--- config.mk ---
export PLATFORM = sky130hd
export DESIGN_NAME = mrs_ctrl
export DESIGN_NICKNAME = d
export VERILOG_FILES = /design/src/modbus_rtu_slave_responder_top_assert.svh /design/src/mrs_pkg.sv /design/src/mrs_ctrl.sv
export SDC_FILE = /design/constraint.sdc
export NUM_CORES = 1
export LEC_CHECK = 0
export BUFFER_PORTS_ARGS = -buffer_cell sky130_fd_sc_hd__buf_2
export CAP_MARGIN = 10
export CORE_MARGIN = 4
export CORE_UTILIZATION = 40
export DETAILED_ROUTE_END_ITERATION = 8
export GPL_TIMING_DRIVEN = 0
export PLACE_DENSITY = 0.66
export SLEW_MARGIN = 20
export SYNTH_ARGS = -nofsm -noshare
export SYNTH_HDL_FRONTEND = slang
export SYNTH_SLANG_ARGS = --single-unit
--- constraint.sdc ---
create_clock -name clk -period 3.6 [get_ports clk]
set_input_delay 0.18 -clock clk [delete_from_list [all_inputs] [get_ports clk]]
set_output_delay 0.18 -clock clk [all_outputs]
set_load 0.01 [all_outputs]
--- src/modbus_rtu_slave_responder_top_assert.svh ---
// ----------------------------------------------------------------------------
// Assertion macros for the Modbus RTU slave responder
// Shared concurrent-assertion forms, clocked on clk, quiet during reset.
// ----------------------------------------------------------------------------
`ifndef MODBUS_RTU_SLAVE_RESPONDER_TOP_ASSERT_SVH
`define MODBUS_RTU_SLAVE_RESPONDER_TOP_ASSERT_SVH

// same-cycle implication
`define MRS_ASSERT_NOW(name, ante, cons, msg) \
  name: assert property (@(posedge clk) disable iff (!rst_n) (ante) |-> (cons)) \
    else $error(msg);

// next-cycle implication
`define MRS_ASSERT_NEXT(name, ante, cons, msg) \
  name: assert property (@(posedge clk) disable iff (!rst_n) (ante) |=> (cons)) \
    else $error(msg);

`endif

--- src/mrs_pkg.sv ---
// ----------------------------------------------------------------------------
// mrs_pkg
// Types, codes and the CRC-16 byte step shared by the responder modules.
// ----------------------------------------------------------------------------
package mrs_pkg;

  // configuration register indexes
  localparam logic [2:0] CFG_STATION     = 3'd0;
  localparam logic [2:0] CFG_HOLD_BASE   = 3'd1;
  localparam logic [2:0] CFG_HOLD_COUNT  = 3'd2;
  localparam logic [2:0] CFG_COIL_BASE   = 3'd3;
  localparam logic [2:0] CFG_COIL_COUNT  = 3'd4;

  // frame status codes
  localparam logic [2:0] ST_TAKEN     = 3'd0;
  localparam logic [2:0] ST_REPLY     = 3'd1;
  localparam logic [2:0] ST_EXCEPTION = 3'd2;
  localparam logic [2:0] ST_CRC_BAD   = 3'd3;
  localparam logic [2:0] ST_NOT_ADDR  = 3'd4;
  localparam logic [2:0] ST_SHORT     = 3'd5;
  localparam logic [2:0] ST_OVERFLOW  = 3'd6;

  // function codes
  localparam logic [7:0] FN_RD_COILS = 8'h01;
  localparam logic [7:0] FN_RD_HOLD  = 8'h03;
  localparam logic [7:0] FN_WR_COIL  = 8'h05;
  localparam logic [7:0] FN_WR_HOLD  = 8'h06;
  localparam logic [7:0] FN_WR_MULTI = 8'h10;

  // exception codes
  localparam logic [1:0] EXC_NONE  = 2'd0;
  localparam logic [1:0] EXC_FUNC  = 2'd1;
  localparam logic [1:0] EXC_ADDR  = 2'd2;
  localparam logic [1:0] EXC_VALUE = 2'd3;

  localparam logic [15:0] CRC_SEED   = 16'hFFFF;
  localparam logic [15:0] CRC_POLY   = 16'hA001;
  localparam logic [15:0] COIL_ON    = 16'hFF00;
  localparam logic [7:0]  EXC_FLAG   = 8'h80;
  localparam logic [15:0] MAX_RD_REG = 16'd125;
  localparam logic [15:0] MAX_WR_REG = 16'd123;
  localparam logic [15:0] MAX_COILS  = 16'd2000;

  typedef enum logic [4:0] {
    S_CLEAR, S_IDLE, S_CLASSIFY, S_DECODE, S_ROUTE, S_WR1, S_HDR,
    S_HRD, S_HHI, S_HLO, S_FR1, S_FR2, S_FR3, S_CRD, S_CBIT, S_CPUT,
    S_SEAL_LO, S_SEAL_HI, S_EMIT
  } state_t;

  typedef enum logic [4:0] {
    OP_NONE, OP_CLEAR, OP_CLASSIFY, OP_DECODE, OP_ROUTE, OP_WR1, OP_HDR,
    OP_HHI, OP_HLO, OP_FR1, OP_FR2, OP_FR3, OP_CBIT, OP_CPUT,
    OP_SEAL_LO, OP_SEAL_HI, OP_EMIT
  } op_t;

  typedef enum logic [2:0] {
    K_EXC, K_ECHO, K_RD_HOLD, K_RD_COIL, K_WR_MANY
  } kind_t;

  typedef struct packed {
    logic accept;
    op_t  op;
  } cmd_t;

  typedef struct packed {
    logic  clr_done;
    logic  is_fetch;
    logic  is_end;
    logic  serve;
    kind_t kind;
    logic  hdr_last;
    logic  loop_last;
    logic  byte_end;
    logic  coil_done;
    logic  out_free;
  } sts_t;

  // one byte of CRC-16, reflected polynomial
  function automatic logic [15:0] crc_byte(input logic [15:0] c, input logic [7:0] b);
    logic [15:0] x;
    x = c ^ {8'h00, b};
    for (int n = 0; n < 8; n++) begin
      x = x[0] ? ((x >> 1) ^ CRC_POLY) : (x >> 1);
    end
    return x;
  endfunction

endpackage

--- src/mrs_ctrl.sv ---
// ----------------------------------------------------------------------------
// mrs_ctrl
// Sequencer: accepts words, walks frame checks, request service and reply build.
// ----------------------------------------------------------------------------
module mrs_ctrl (
  input  logic          clk,
  input  logic          rst_n,
  input  logic          in_valid,
  output logic          in_stall,
  input  mrs_pkg::sts_t sts,
  output mrs_pkg::cmd_t cmd
);

  mrs_pkg::state_t state_r, state_nxt;

  always_ff @(posedge clk) begin
    if (!rst_n) begin
      state_r <= mrs_pkg::S_CLEAR;
    end else begin
      state_r <= state_nxt;
    end
  end

  assign in_stall = (state_r != mrs_pkg::S_IDLE);

  always_comb begin
    state_nxt  = state_r;
    cmd.accept = 1'b0;
    cmd.op     = mrs_pkg::OP_NONE;
    case (state_r)
      mrs_pkg::S_CLEAR: begin
        cmd.op = mrs_pkg::OP_CLEAR;
        if (sts.clr_done) state_nxt = mrs_pkg::S_IDLE;
      end
      mrs_pkg::S_IDLE: begin
        if (in_valid) begin
          cmd.accept = 1'b1;
          if (!sts.is_fetch && sts.is_end) state_nxt = mrs_pkg::S_CLASSIFY;
          else state_nxt = mrs_pkg::S_EMIT;
        end
      end
      mrs_pkg::S_CLASSIFY: begin
        cmd.op    = mrs_pkg::OP_CLASSIFY;
        state_nxt = sts.serve ? mrs_pkg::S_DECODE : mrs_pkg::S_EMIT;
      end
      mrs_pkg::S_DECODE: begin
        cmd.op    = mrs_pkg::OP_DECODE;
        state_nxt = mrs_pkg::S_ROUTE;
      end
      mrs_pkg::S_ROUTE: begin
        cmd.op = mrs_pkg::OP_ROUTE;
        case (sts.kind)
          mrs_pkg::K_ECHO:    state_nxt = mrs_pkg::S_WR1;
          mrs_pkg::K_WR_MANY: state_nxt = mrs_pkg::S_FR1;
          default:            state_nxt = mrs_pkg::S_HDR;
        endcase
      end
      mrs_pkg::S_WR1: begin
        cmd.op    = mrs_pkg::OP_WR1;
        state_nxt = mrs_pkg::S_HDR;
      end
      mrs_pkg::S_HDR: begin
        cmd.op = mrs_pkg::OP_HDR;
        if (sts.hdr_last) begin
          case (sts.kind)
            mrs_pkg::K_RD_HOLD: state_nxt = mrs_pkg::S_HRD;
            mrs_pkg::K_RD_COIL: state_nxt = mrs_pkg::S_CRD;
            default:            state_nxt = mrs_pkg::S_SEAL_LO;
          endcase
        end
      end
      mrs_pkg::S_HRD: state_nxt = mrs_pkg::S_HHI;
      mrs_pkg::S_HHI: begin
        cmd.op    = mrs_pkg::OP_HHI;
        state_nxt = mrs_pkg::S_HLO;
      end
      mrs_pkg::S_HLO: begin
        cmd.op    = mrs_pkg::OP_HLO;
        state_nxt = sts.loop_last ? mrs_pkg::S_SEAL_LO : mrs_pkg::S_HRD;
      end
      mrs_pkg::S_FR1: begin
        cmd.op    = mrs_pkg::OP_FR1;
        state_nxt = mrs_pkg::S_FR2;
      end
      mrs_pkg::S_FR2: begin
        cmd.op    = mrs_pkg::OP_FR2;
        state_nxt = mrs_pkg::S_FR3;
      end
      mrs_pkg::S_FR3: begin
        cmd.op    = mrs_pkg::OP_FR3;
        state_nxt = sts.loop_last ? mrs_pkg::S_HDR : mrs_pkg::S_FR1;
      end
      mrs_pkg::S_CRD: state_nxt = mrs_pkg::S_CBIT;
      mrs_pkg::S_CBIT: begin
        cmd.op    = mrs_pkg::OP_CBIT;
        state_nxt = sts.byte_end ? mrs_pkg::S_CPUT : mrs_pkg::S_CRD;
      end
      mrs_pkg::S_CPUT: begin
        cmd.op    = mrs_pkg::OP_CPUT;
        state_nxt = sts.coil_done ? mrs_pkg::S_SEAL_LO : mrs_pkg::S_CRD;
      end
      mrs_pkg::S_SEAL_LO: begin
        cmd.op    = mrs_pkg::OP_SEAL_LO;
        state_nxt = mrs_pkg::S_SEAL_HI;
      end
      mrs_pkg::S_SEAL_HI: begin
        cmd.op    = mrs_pkg::OP_SEAL_HI;
        state_nxt = mrs_pkg::S_EMIT;
      end
      mrs_pkg::S_EMIT: begin
        // hold until the output register can take the word
        if (sts.out_free) begin
          cmd.op    = mrs_pkg::OP_EMIT;
          state_nxt = mrs_pkg::S_IDLE;
        end
      end
      default: state_nxt = mrs_pkg::S_IDLE;
    endcase
  end

endmodule

Yosys cells after proc, flatten, opt, wreduce, memory -nomap -nowiden
Cells that the tools add are included.
Storage, ports and cells
  RAM bits: 0
  bits in read-only memories: 0
  register bits after elaboration: 5
  word-level logic and storage cells: 49
  memories kept: 0
  latch bits: 0
Cells by class
  equality and inequality tests: 27
  divide/modulo/power cells: 0
  multiplexer cells: 17
  reductions and logical operators: 4
  bitwise operators: 0
  $mul: 0
  add/subtract/negate cells: 0
  $lt $le $gt $ge: 0
  shift-type cells: 0
Operator list (number)
  5-bit case mux with 19 select lines: 1
  5-bit case mux with 16 select lines: 1
  5-bit two-way mux: 9
  5-bit by 4-bit equality test with 1-bit output (second input constant): 8
  5-bit by 3-bit equality test with 1-bit output (second input constant): 4
  5-bit equality test (second input constant): 3
  5-bit by 2-bit equality test with 1-bit output (second input constant): 2
  5-bit case mux with 2 select lines: 1
  2-bit != test (second input constant): 4
  4-bit case mux with 2 select lines: 1
  3-bit by 2-bit equality test with 1-bit output (second input constant): 2
  5-bit by 1-bit equality test with 1-bit output (second input constant): 1
  5-bit logical NOT: 1
  5-bit by 1-bit != test with 1-bit output (second input constant): 1
  4-bit two-way mux: 1
  4-bit AND reduction: 1
  3-bit by 1-bit equality test with 1-bit output (second input constant): 1
  3-bit equality test (second input constant): 1
  1-bit two-way mux: 2
  2-bit two-way mux: 1
  1-bit logical AND: 1
  1-bit logical NOT: 1

Longest topological paths before layout
  depth after elaboration: 5
  depth in mapped cells: 7
  mapped depth without buffers: 5

Least setup slack after synthesis
Ideal clock, no wire load.
  path type: reg-to-reg
  start: register state_r[2]
  end: register state_r[2]
  arrival: 1.482 ns
  buffers on the path: 1
  setup time: 0.070 ns
  cell stages (with the launch flop): 7
  data required time: 3.530 ns
  path slack: 2.049 ns
  period minus slack after synthesis: 1.551 ns
  cells stage by stage: dfxtp_1 buf_6 nor3_1 mux2_2 a211oi_2 a21bo_1 a21oi_1
Between the ends
  longest elaborated chain between the ends: 3
  elaborated cells on any way between the ends: 25
RTL lines
  start: declaration: RTL line mrs_ctrl.sv:14  | mrs_pkg::state_t state_r, state_nxt;
  start signal: assignment: RTL line mrs_ctrl.sv:18  | state_r <= mrs_pkg::S_CLEAR;
  start signal: assignment: RTL line mrs_ctrl.sv:20  | state_r <= state_nxt;
  5-bit by 3-bit equality test with 1-bit output (tied with other cells): RTL line mrs_ctrl.sv:30  | case (state_r)
  2-bit != test (no line)
  4-bit AND reduction (no line)
Several ways; a longest one is shown, not always the timed one.
A chain may end at the register's enable or synchronous reset.

==> results.yml <==
status:
  outcome: "completed"
routing:
  postRouteAntennaNets: 0
  drc: 0
  num_vias: 1024
  routed_wl_um: 2434
  wl_per_cell_um: 14.32
  drt-pass1-iter-count: 4
  first_iter_violations: 31
  vias_per_cell: 6.024
yosys:
  async_reset_ff_share_pct: 0
  synth_top_flop_cell: "dfxtp_1"
  syn_area_sq_um: 818.3
  synth_nets: 133
  synthCells: 118
  yosysWarnings: 0
  synth_cell_types: 47
  avgSynthCellArea_sq_um: 6.935
  synth-edff-count: 0
  ys_ff_latch: 5
  seq_area_frac_synth_pct: 12.23
clocking:
  root_buffer: "clkbuf_4"
  post_cts_resized: 0
  hold_buffers: 0
  clk_pin_slew_ns: 0.04
  cts_buffers: 3
  cts_tree: "yes"
  clock_tree.buffer_depth: 2
  clkLatencyLatePin_ns: 0.24
  cts-htree-levels: 1
  postCtsSetupRepairBufs: 0
  clkSinkCount: 5
critical_path:
  end_kind: "output port"
  crit_top_cell: "buf_2"
  critPathSlowestCell: "dfxtp_1"
  crit_path_max_incr_delay_ns: 0.47
  startpoint_type: "flip-flop"
  crit_fanout: 10
  required_ns: 3.42
  arrival_ns: 1.84
  path_cells: "buf_4 -> buf_2 -> nand2_1 -> a21oi_1 -> a2bb2oi_1 -> o21ai_0 -> buf_2"
  critPathKind: "flip-flop to output port"
timing:
  rsz0062_at_grt: "false"
  relSlewSlack_pct: 67.93
  slew_viol_final: 0
  finalHoldViolCount: 0
  min_period_ns: 2.018
  worst_hold_slack_ns: 0.1816
  fmaxAchievable_mhz: 495.5
  fin_crit_sh_pct: 56.06
  tns_ns: 0
  clock_skew_ns: 0.002537
  worst_slew_pin_slew_ns: 0.4771
  setup_viol: 0
  timing.final.ws_setup_ns: 1.582
cells_and_area:
  fin_nets: 159
  insertedDiodeCount: 0
  drive_gt1_share_pct: 30.77
  largest_reg_flops: 5
  layout_commonest_cell: "buf_2"
  largest-register: "state_r"
  syn_to_final_growth_pct: 20.18
  final_cell_mix: "buf_2 (25), a21oi_1 (12), nor2_1 (10)"
  biggestRegsByFlops: "state_r x5"
power_and_ir_drop:
  ir_drop_v: 0.0002585
  power.leakage_nw: 0.3922
  power_w: 0.0002868
  powerDensity_nw_per_um2: 291.6
grt:
  antenna_found_initial: 0
  grt_pass1_wl_um: 4209
  grt_pass1_vias: 948
  track_usage_pct: 20.09
  grt_start_max_net_pins: 11
  grt-ovfl-total: 0
place:
  portBuffers: 21
  dp.final_hpwl_um: 1862
  place_worst_setup_slack_ns: 1.856
  place.gp.congestion: 0.9046
floorplanning:
  floorplan.initialDensity_pct: 41.71
  dieArea_sq_um: 2833
  core_sq_um: 1962
  fp.dieH_um: 53.23
  core.rowCount: 16
  die_w_um: 53.23
  io_pins: 22
min_path:
  hold_class: "primary input to flip-flop"
job:
  drv_cap: 0
==> cell families after synthesis <==
family | share of synthesized area [%]
and+or+nand+nor | 33.18
buffers and inverters | 14.22
DFF | 12.23
xor gates and xnor gates | 1.071
muxes | 1.376
AOI/OAI and AO/OA | 37.92
==> critical path: cells and delay by family (launching register included) <==
family,cells,cell delay (ns)
simple gates,1,0.11
flops,1,0.47
compound gates,3,0.42
buf+inv,3,0.60
==> per-stage QoR <==
| step | cell area (sq um) | cells | util, % |
|---|---|---|---|
| finish | 983.4 | 170 | 50.13 |
| global route | 983.4 | 170 | 50.13 |
| global placement | 957.2 | 166 | 48.79 |
| CTS | 983.4 | 170 | 50.13 |
| floorplan | 818.3 | 118 | - |
| detailed placement | 957.2 | 166 | 48.79 |
==> final cells by class <==
type                            instances  area (sq um)
Buffer                                 10         78.83
Fill cell                             220         978.4
Timing Repair Buffer                   21         105.1
Sequential cell                         5         100.1
Tap cell                               27         33.78
Clock buffer                            4         26.28
Inverter                               10         37.54
Multi-Input combinational cell         93         601.8
==> cell usage after synthesis, types with 2 or more instances <==
cell type	instances	area share [%]
a21oi_1	12	7.3
nand2_1	9	4.1
nor2_1	10	4.6
o21ai_0	9	5.5
buf_2	4	2.4
dfxtp_1	5	12
nor4_1	4	3.1
nand3_1	2	1.2
or2b_2	2	2.1
o22ai_1	2	1.5
o32ai_1	3	3.2
nor3_1	5	3.1
inv_1	9	4.1
o211ai_1	2	1.8
a211oi_1	3	2.8
buf_6	3	4.1
or4_4	2	2.8
a2111oi_0	2	2.1
o221a_1	2	2.8
==> routing by layer <==
metal / vias to the layer above / global-route usage [%] / wire length [um]
met3: 0 / 4.789 / 175
met1: 476 / 27.06 / 1069
met5: - / 0 / 0
li1: 499 / - / -
met4: 0 / 5.532 / 0
met2: 49 / 31.43 / 1189
==> power by group <==
group / switching [W] / internal, W / total [W]
Combinational: 0.0000881 / 0.0000653 / 0.000153
Sequential: 0.00000935 / 0.0000603 / 0.0000696
Clock: 0.0000219 / 0.0000418 / 0.0000637
==> worst paths after layout <==
check	startpoint	endpoint	slack [ns]	cells after the start
worst max-delay path	state_r[0]	cmd[2]	1.58	7
worst min-delay path	in_valid	state_r[0]	0.18	2
worst max register to register	state_r[1]	state_r[4]	1.85	4
worst min register to register	state_r[2]	state_r[0]	0.61	2
(Power assumes the default switching activity.)
